[src/sv/rpwc_pkg.sv]
`timescale 1ns / 1ps
`default_nettype none
// ----------------------------------------------------------------------------
// rpwc_pkg
// Shared types, codes and helpers of the ring prefetch window controller.
// ----------------------------------------------------------------------------
package rpwc_pkg;

    // default widths
    localparam int POS_WIDTH_DEF   = 48;
    localparam int COUNT_WIDTH_DEF = 20;

    // register reset values
    localparam logic [31:0] RING_BYTES_RST   = 32'd1048576;
    localparam logic [16:0] SECTOR_BYTES_RST = 17'd2048;
    localparam logic [31:0] KEEP_BACK_RST    = 32'd524288;
    localparam logic [31:0] MIN_FREE_RST     = 32'd16384;
    localparam logic [31:0] FWD_REACH_RST    = 32'd0;
    localparam logic [19:0] CHUNK_BYTES_RST  = 20'd8192;

    // register indexes (word address)
    localparam logic [2:0] REG_RING_BYTES   = 3'd0;
    localparam logic [2:0] REG_SECTOR_BYTES = 3'd1;
    localparam logic [2:0] REG_KEEP_BACK    = 3'd2;
    localparam logic [2:0] REG_MIN_FREE     = 3'd3;
    localparam logic [2:0] REG_FWD_REACH    = 3'd4;
    localparam logic [2:0] REG_CHUNK_BYTES  = 3'd5;

    // read stop codes
    localparam logic [1:0] STOP_COMPLETE   = 2'd0;
    localparam logic [1:0] STOP_SHORT_FILL = 2'd1;
    localparam logic [1:0] STOP_SHORT_END  = 2'd2;

    localparam logic [16:0] SECTOR_MAX = 17'd65536;

    typedef enum logic [2:0] {
        OP_PLAN_FILL  = 3'd0,
        OP_FILL_DONE  = 3'd1,
        OP_READ       = 3'd2,
        OP_SEEK       = 3'd3,
        OP_REPOSITION = 3'd4
    } t_op;

    typedef enum logic [4:0] {
        S_IDLE,
        S_PF_FLUSH, S_PF_BACK, S_PF_USED, S_PF_RI2, S_PF_RI3, S_PF_POS,
        S_PF_SPACE, S_PF_CLAMP, S_PF_T, S_PF_TX, S_PF_CAND, S_PF_LOW,
        S_FD_RI1, S_FD_RI2, S_FD_RI3, S_FD_COMMIT,
        S_RD_CHK, S_RD_RI2, S_RD_RI3, S_RD_ROOM, S_RD_ADV, S_RD_DONE,
        S_SK_DIV, S_SK_DONE,
        S_RP,
        S_EMIT
    } t_state;

    typedef enum logic [4:0] {
        C_NONE,
        C_ACCEPT,
        C_PF_FLUSH, C_PF_BACK, C_PF_USED, C_PF_POS, C_PF_SPACE, C_PF_CLAMP,
        C_PF_T, C_PF_TX, C_PF_CAND, C_PF_LOW,
        C_RI1_HIGH, C_RI2, C_RI3,
        C_FD_COMMIT,
        C_RD_CHK, C_RD_ROOM, C_RD_ADV, C_RD_DONE,
        C_SK_DIV, C_SK_DONE,
        C_RP,
        C_EMIT
    } t_cmd;

    // datapath status toward the controller
    typedef struct packed {
        logic       out_free;
        logic       pf_nofill;
        logic       rd_stop;
        logic       rd_zero;
        logic       div_last;
        logic       emit_last;
        logic [1:0] rd_n;
    } t_sts;

    // configuration registers
    typedef struct packed {
        logic [31:0] ring_bytes;
        logic [16:0] sector_bytes;
        logic [31:0] keep_back_bytes;
        logic [31:0] min_free_bytes;
        logic [31:0] forward_reach_bytes;
        logic [19:0] chunk_bytes;
    } t_cfg;

    // sector size with zero read as one and large values capped
    function automatic logic [16:0] f_eff_sector(input logic [16:0] s);
        logic [16:0] r;
        r = s;
        if (s == 17'd0) begin
            r = 17'd1;
        end else if (s > SECTOR_MAX) begin
            r = SECTOR_MAX;
        end
        return r;
    endfunction

    // largest fill request; zero chunk means four sectors
    function automatic logic [19:0] f_fill_limit(input logic [19:0] chunk,
                                                 input logic [16:0] sec);
        logic [19:0] r;
        r = chunk;
        if (chunk == 20'd0) begin
            r = {1'b0, sec, 2'b00};
        end
        return r;
    endfunction

endpackage
`default_nettype wire

[src/sv/rpwc_ctrl.sv]
`timescale 1ns / 1ps
`default_nettype none
// ----------------------------------------------------------------------------
// rpwc_ctrl
// Sequencer: walks each operation through its datapath steps and emits
// the result transfers one at a time.
// ----------------------------------------------------------------------------
module rpwc_ctrl (
    input  wire              i_clk,
    input  wire              i_rst_n,
    input  wire              i_in_valid,
    input  wire        [2:0] i_operation,
    output logic             o_in_ready,
    input  rpwc_pkg::t_sts   i_sts,
    output rpwc_pkg::t_cmd   o_cmd
);

    rpwc_pkg::t_state r_state, n_state;

    // state register
    always_ff @(posedge i_clk) begin
        if (!i_rst_n) begin
            r_state <= rpwc_pkg::S_IDLE;
        end else begin
            r_state <= n_state;
        end
    end

    // next state
    always_comb begin
        n_state = r_state;
        unique case (r_state)
            rpwc_pkg::S_IDLE: begin
                if (i_in_valid) begin
                    case (i_operation)
                        rpwc_pkg::OP_PLAN_FILL:  n_state = rpwc_pkg::S_PF_FLUSH;
                        rpwc_pkg::OP_FILL_DONE:  n_state = rpwc_pkg::S_FD_RI1;
                        rpwc_pkg::OP_READ:       n_state = rpwc_pkg::S_RD_CHK;
                        rpwc_pkg::OP_SEEK:       n_state = rpwc_pkg::S_SK_DIV;
                        rpwc_pkg::OP_REPOSITION: n_state = rpwc_pkg::S_RP;
                        default:                 n_state = rpwc_pkg::S_IDLE;
                    endcase
                end
            end
            rpwc_pkg::S_PF_FLUSH: n_state = rpwc_pkg::S_PF_BACK;
            rpwc_pkg::S_PF_BACK:  n_state = rpwc_pkg::S_PF_USED;
            rpwc_pkg::S_PF_USED:  n_state = rpwc_pkg::S_PF_RI2;
            rpwc_pkg::S_PF_RI2:   n_state = rpwc_pkg::S_PF_RI3;
            rpwc_pkg::S_PF_RI3:   n_state = rpwc_pkg::S_PF_POS;
            rpwc_pkg::S_PF_POS: begin
                n_state = i_sts.pf_nofill ? rpwc_pkg::S_EMIT : rpwc_pkg::S_PF_SPACE;
            end
            rpwc_pkg::S_PF_SPACE: n_state = rpwc_pkg::S_PF_CLAMP;
            rpwc_pkg::S_PF_CLAMP: n_state = rpwc_pkg::S_PF_T;
            rpwc_pkg::S_PF_T:     n_state = rpwc_pkg::S_PF_TX;
            rpwc_pkg::S_PF_TX:    n_state = rpwc_pkg::S_PF_CAND;
            rpwc_pkg::S_PF_CAND:  n_state = rpwc_pkg::S_PF_LOW;
            rpwc_pkg::S_PF_LOW:   n_state = rpwc_pkg::S_EMIT;
            rpwc_pkg::S_FD_RI1:   n_state = rpwc_pkg::S_FD_RI2;
            rpwc_pkg::S_FD_RI2:   n_state = rpwc_pkg::S_FD_RI3;
            rpwc_pkg::S_FD_RI3:   n_state = rpwc_pkg::S_FD_COMMIT;
            rpwc_pkg::S_FD_COMMIT: n_state = rpwc_pkg::S_EMIT;
            rpwc_pkg::S_RD_CHK: begin
                n_state = i_sts.rd_stop ? rpwc_pkg::S_RD_DONE : rpwc_pkg::S_RD_RI2;
            end
            rpwc_pkg::S_RD_RI2:   n_state = rpwc_pkg::S_RD_RI3;
            rpwc_pkg::S_RD_RI3:   n_state = rpwc_pkg::S_RD_ROOM;
            rpwc_pkg::S_RD_ROOM:  n_state = rpwc_pkg::S_RD_ADV;
            rpwc_pkg::S_RD_ADV: begin
                n_state = i_sts.rd_zero ? rpwc_pkg::S_RD_DONE : rpwc_pkg::S_RD_CHK;
            end
            rpwc_pkg::S_RD_DONE:  n_state = rpwc_pkg::S_EMIT;
            rpwc_pkg::S_SK_DIV: begin
                if (i_sts.div_last) begin
                    n_state = rpwc_pkg::S_SK_DONE;
                end
            end
            rpwc_pkg::S_SK_DONE:  n_state = rpwc_pkg::S_EMIT;
            rpwc_pkg::S_RP:       n_state = rpwc_pkg::S_EMIT;
            rpwc_pkg::S_EMIT: begin
                if (i_sts.out_free && i_sts.emit_last) begin
                    n_state = rpwc_pkg::S_IDLE;
                end
            end
            default: n_state = rpwc_pkg::S_IDLE;
        endcase
    end

    // command decode
    always_comb begin
        o_cmd      = rpwc_pkg::C_NONE;
        o_in_ready = 1'b0;
        unique case (r_state)
            rpwc_pkg::S_IDLE: begin
                o_in_ready = 1'b1;
                if (i_in_valid) begin
                    o_cmd = rpwc_pkg::C_ACCEPT;
                end
            end
            rpwc_pkg::S_PF_FLUSH:  o_cmd = rpwc_pkg::C_PF_FLUSH;
            rpwc_pkg::S_PF_BACK:   o_cmd = rpwc_pkg::C_PF_BACK;
            rpwc_pkg::S_PF_USED:   o_cmd = rpwc_pkg::C_PF_USED;
            rpwc_pkg::S_PF_POS:    o_cmd = rpwc_pkg::C_PF_POS;
            rpwc_pkg::S_PF_SPACE:  o_cmd = rpwc_pkg::C_PF_SPACE;
            rpwc_pkg::S_PF_CLAMP:  o_cmd = rpwc_pkg::C_PF_CLAMP;
            rpwc_pkg::S_PF_T:      o_cmd = rpwc_pkg::C_PF_T;
            rpwc_pkg::S_PF_TX:     o_cmd = rpwc_pkg::C_PF_TX;
            rpwc_pkg::S_PF_CAND:   o_cmd = rpwc_pkg::C_PF_CAND;
            rpwc_pkg::S_PF_LOW:    o_cmd = rpwc_pkg::C_PF_LOW;
            rpwc_pkg::S_FD_RI1:    o_cmd = rpwc_pkg::C_RI1_HIGH;
            rpwc_pkg::S_PF_RI2, rpwc_pkg::S_FD_RI2, rpwc_pkg::S_RD_RI2: begin
                o_cmd = rpwc_pkg::C_RI2;
            end
            rpwc_pkg::S_PF_RI3, rpwc_pkg::S_FD_RI3, rpwc_pkg::S_RD_RI3: begin
                o_cmd = rpwc_pkg::C_RI3;
            end
            rpwc_pkg::S_FD_COMMIT: o_cmd = rpwc_pkg::C_FD_COMMIT;
            rpwc_pkg::S_RD_CHK:    o_cmd = rpwc_pkg::C_RD_CHK;
            rpwc_pkg::S_RD_ROOM:   o_cmd = rpwc_pkg::C_RD_ROOM;
            rpwc_pkg::S_RD_ADV:    o_cmd = rpwc_pkg::C_RD_ADV;
            rpwc_pkg::S_RD_DONE:   o_cmd = rpwc_pkg::C_RD_DONE;
            rpwc_pkg::S_SK_DIV:    o_cmd = rpwc_pkg::C_SK_DIV;
            rpwc_pkg::S_SK_DONE:   o_cmd = rpwc_pkg::C_SK_DONE;
            rpwc_pkg::S_RP:        o_cmd = rpwc_pkg::C_RP;
            rpwc_pkg::S_EMIT: begin
                if (i_sts.out_free) begin
                    o_cmd = rpwc_pkg::C_EMIT;
                end
            end
            default: o_cmd = rpwc_pkg::C_NONE;
        endcase
    end

    // checks
    a_emit_free: assert property (@(posedge i_clk) disable iff (!i_rst_n)
        (o_cmd == rpwc_pkg::C_EMIT) |-> i_sts.out_free)
        else $error("result loaded into an occupied output register");

    a_emit_end: assert property (@(posedge i_clk) disable iff (!i_rst_n)
        (o_cmd == rpwc_pkg::C_EMIT && i_sts.emit_last) |=> (r_state == rpwc_pkg::S_IDLE))
        else $error("last result did not return to idle");

    a_div_end: assert property (@(posedge i_clk) disable iff (!i_rst_n)
        (r_state == rpwc_pkg::S_SK_DIV && i_sts.div_last) |=>
            (r_state == rpwc_pkg::S_SK_DONE))
        else $error("sector remainder did not finish");

    a_two_chunks: assert property (@(posedge i_clk) disable iff (!i_rst_n)
        (r_state == rpwc_pkg::S_RD_CHK && i_sts.rd_n == 2'd2) |-> i_sts.rd_stop)
        else $error("read went past two chunks");

endmodule
`default_nettype wire

[config.mk]
export PLATFORM = sky130hd
export DESIGN_NAME = rpwc_ctrl
export DESIGN_NICKNAME = d
export VERILOG_FILES = /design/src/sv/rpwc_pkg.sv /design/src/sv/rpwc_ctrl.sv
export SDC_FILE = /design/constraint.sdc
export NUM_CORES = 1
export LEC_CHECK = 0
export ABC_AREA = 0
export BUFFER_PORTS_ARGS = -buffer_cell sky130_fd_sc_hd__buf_2
export CORE_MARGIN = 8
export CORE_UTILIZATION = 24
export DETAILED_ROUTE_END_ITERATION = 8
export PLACE_DENSITY = 0.51
export RECOVER_POWER = 50
export SLEW_MARGIN = 0
export SYNTH_ARGS = -nofsm -noshare
export SYNTH_HDL_FRONTEND = slang
export SYNTH_SLANG_ARGS = --single-unit
[constraint.sdc]
create_clock -name i_clk -period 1.3 [get_ports i_clk]
set_input_delay 0.13 -clock i_clk [delete_from_list [all_inputs] [get_ports i_clk]]
set_output_delay 0.13 -clock i_clk [all_outputs]
set_load 0.005 [all_outputs]
==> flow_summary_export.csv <==
group,metric,value,unit
worst_setup_path,cp-end-kind,"primary output",
detailed_routing,detail_route.wl_per_cell,15.7,µm
die,ios,20,
final_layout,largest_register_ffs,5,
placement,numPortBuffers,17,
global_routing,grt_max_degree,12,
cts,cts_buffers,3,
logic_synthesis,ys_seq_area_share,12.5,%
power_and_ir_drop,vdd_drop_max,0.824,mV
cts,cts_max_path_buffers,2,
worst_setup_path,worstPathCellList,"buf_4 -> nor2b_4 -> a21oi_2 -> a21oi_2 -> nor3_1 -> a41oi_1 -> buf_2",
die,die_w,73.8,µm
power_and_ir_drop,power,3320,µW
worst_setup_path,crit_required,1.17,ns
global_routing,grt.overflow.total,0,
die,start_util,24.4,%
die,die-area,0.00545,mm²
placement,place_ws,-0.277,ns
final_layout,final_common_cell,"buf_4",
worst_setup_path,critPathMostFrequentCell,"a21oi_2",
detailed_routing,first_pass_iters,4,
detailed_routing,vias_per_cell,5.27,
sta,setup_ws,-0.277,ns
worst_setup_path,setup.worst_path.start_class,"flop",
die,die_h,73.8,µm
final_layout,final_nets,200,
cts,clk_latency,0.24,ns
logic_synthesis,yosysUniqueCellTypes,45,
power_and_ir_drop,p_leak,0.000667,µW
global_routing,antenna_found_initial,0,
worst_setup_path,slowest_delay,0.37,ns
status,violations,"negative setup slack",
worst_setup_path,startpoint,"r_state[2]",
sta,post-route-min-period,1.58,ns
power_and_ir_drop,p_per_area,2270,mW/mm²
sta,relSlewSlack,70.5,%
die,core_area,0.00328,mm²
die,row_count,21,
detailed_routing,num_vias,1217,
cts,cts_tree,"built",
logic_synthesis,syn-num-nets,136,
detailed_routing,drt_wl_total,3.62,mm
logic_synthesis,synthArstFlopShare,0,%
final_layout,layout_common_cells,"buf_4, buf_2, buf_6, nor2_1, o21ai_0",
detailed_routing,first_iter_violations,71,
worst_setup_path,crit_path_max_fanout,6,
cts,cts.sinks,5,
final_layout,drive_gt1_share,54.6,%
sta,clock_skew,0.00347,ns
sta,slew_viol_final,0,
cts,ctsHtreeMaxLevel,1,
sta,worstMarginPinSlew,0.436,ns
global_routing,grt_pass1_wl,5.71,mm
logic_synthesis,ys_warn_count,0,
logic_synthesis,synthTopCellsByArea,"dfxtp_1, a21oi_1, o21ai_0",
final_layout,utilization,44.5,%
status,status,"complete, but fails checks",
logic_synthesis,synth-edff-count,0,
worst_setup_path,worstRegToRegCells,7,
logic_synthesis,avgSynthCellArea,6.57,µm²
logic_synthesis,netlist_instances,122,
placement,hpwl,2.55,mm
logic_synthesis,ys_ff_latch,5,
sta,hold_viol,0,
worst_setup_path,cp.arrival,1.45,ns
min_path,hold_depth,3,
run,maxCapViolCount,0,
logic_synthesis,ys.flop_type,"dfxtp_1",
global_routing,grt_usage,13.5,%
final_layout,syn_to_final_growth,82.2,%
min_path,min_path_type,"primary input to flop",
cts,root_buffer,"clkbuf_4",
sta,rsz0062_at_grt,"true",
global_routing,first_global_vias,1200,
worst_setup_path,timing.rr.start,"r_state[2]",
sta,setup_viol,11,
worst_setup_path,r2r_end,"r_state[0]",
sta,clock.fmax,634,MHz
logic_synthesis,syn_area,802,µm²
detailed_routing,post-route-drc-count,0,
placement,routabilityCongestion,0.911,
detailed_routing,antenna_left,0,
final_layout,num_antenna_cells,0,
worst_setup_path,rrSetupSlack,-0.26,ns
logic_synthesis,synth_top_area_share,12.5,%
cts,path_clk_slew,0.04,ns
logic_synthesis,synth_top_cell_by_area,"dfxtp_1",
min_path,min_to,"r_state[3]",
placement,dp.cells,217,
sta,min_period_over_period,121,%
final_layout,regMostFlops,"r_state",
worst_setup_path,path_class,"flop to primary output",
min_path,hold_start,"i_rst_n",
final_layout,fin_cells,231,
worst_setup_path,crit_slowest_cell,"dfxtp_4",
final_layout,largestRegisters,"r_state x5",
-- worst max-delay path: cells and delay by family (launching register included) --
family	cells	cell delay [ns]
flip-flops	1	0.37
AO/OA/AOI/OAI	3	0.35
buffers and inverters	2	0.30
AND/OR/NAND/NOR	2	0.18
-- synthesized netlist by cell type, types with 2 or more instances --
library cell	count
buf_6	2
buf_4	2
and2b_1	2
a22oi_1	2
nand2b_1	2
nand3_1	3
inv_1	8
o21ai_0	12
nand2_1	9
a221o_1	2
dfxtp_1	5
buf_2	4
nor2b_1	4
o22ai_1	2
nor4_2	2
nor2_1	13
nor3_1	6
a31oi_1	2
a21oi_1	12
a211oi_1	2
a311oi_1	2
-- cells by family (layout without fill, tap and decap cells) --
kind of cell | after synthesis | after routing | share of synthesized area [%]
AND/OR/NAND/NOR | 46 | 46 | 30.0
flip-flops | 5 | 5 | 12.5
AO/OA/AOI/OAI | 52 | 52 | 44.3
multiplexers | 1 | 1 | 1.40
buffers and inverters | 18 | 81 | 11.9
-- power by group --
part / leakage (µW) / switching [µW] / internal (µW)
Combinational: 0.000608 / 1310 / 1450
Sequential: 0.0000442 / 143 / 243
Clock: 0.0000150 / 59.2 / 116
-- per-layer routing --
layer / track usage (%) / share of wire (%) / vias to the layer above
met5: 0 / 0 / -
met3: 2.73 / 4.6 / 4
met2: 23.9 / 51 / 35
met1: 15.5 / 43 / 586
li1: - / - / 592
met4: 4.43 / 1.3 / 0
-- repair_timing --
item | in CTS | in global routing
pin swaps | 6 | 3
hold buffers | 0 | 0
endpoints found under the hold margin | 0 | 0
setup buffers | 10 | 0
resized for setup | 47 | 5
endpoints found under the setup margin | 11 | 11
-- area by class of cell --
| type | instances | area (µm²) |
|---|---|---|
| clock buffers | 4 | 26.3 |
| fillers | 327 | 1820 |
| inverters | 9 | 33.8 |
| multi-input cells | 99 | 711 |
| flip-flops and latches | 5 | 116 |
| well taps | 46 | 57.6 |
| repair buffers | 68 | 517 |
-- metrics by stage --
step	instance area, µm²	TNS (ns)	hold slack [ns]
2_1_floorplan	811	0	0.257
3_3_place_gp	1200	-2.22	0.425
3_5_place_dp	1200	-2.20	0.427
4_1_cts	1450	-2.29	0.163
5_1_grt	1460	-3.11	0.161
6_report	1460	-2.43	0.169
-- how the worst max path moves through the flow --
stage                 endpoint  cells after the start
floorplan           r_state[0]                      6
global placement    r_state[3]                      5
detailed placement    o_cmd[1]                      6
CTS                   o_cmd[1]                      7
global route          o_cmd[1]                      7
finish                o_cmd[1]                      7
No activity file was read; power rests on OpenSTA's default activity.
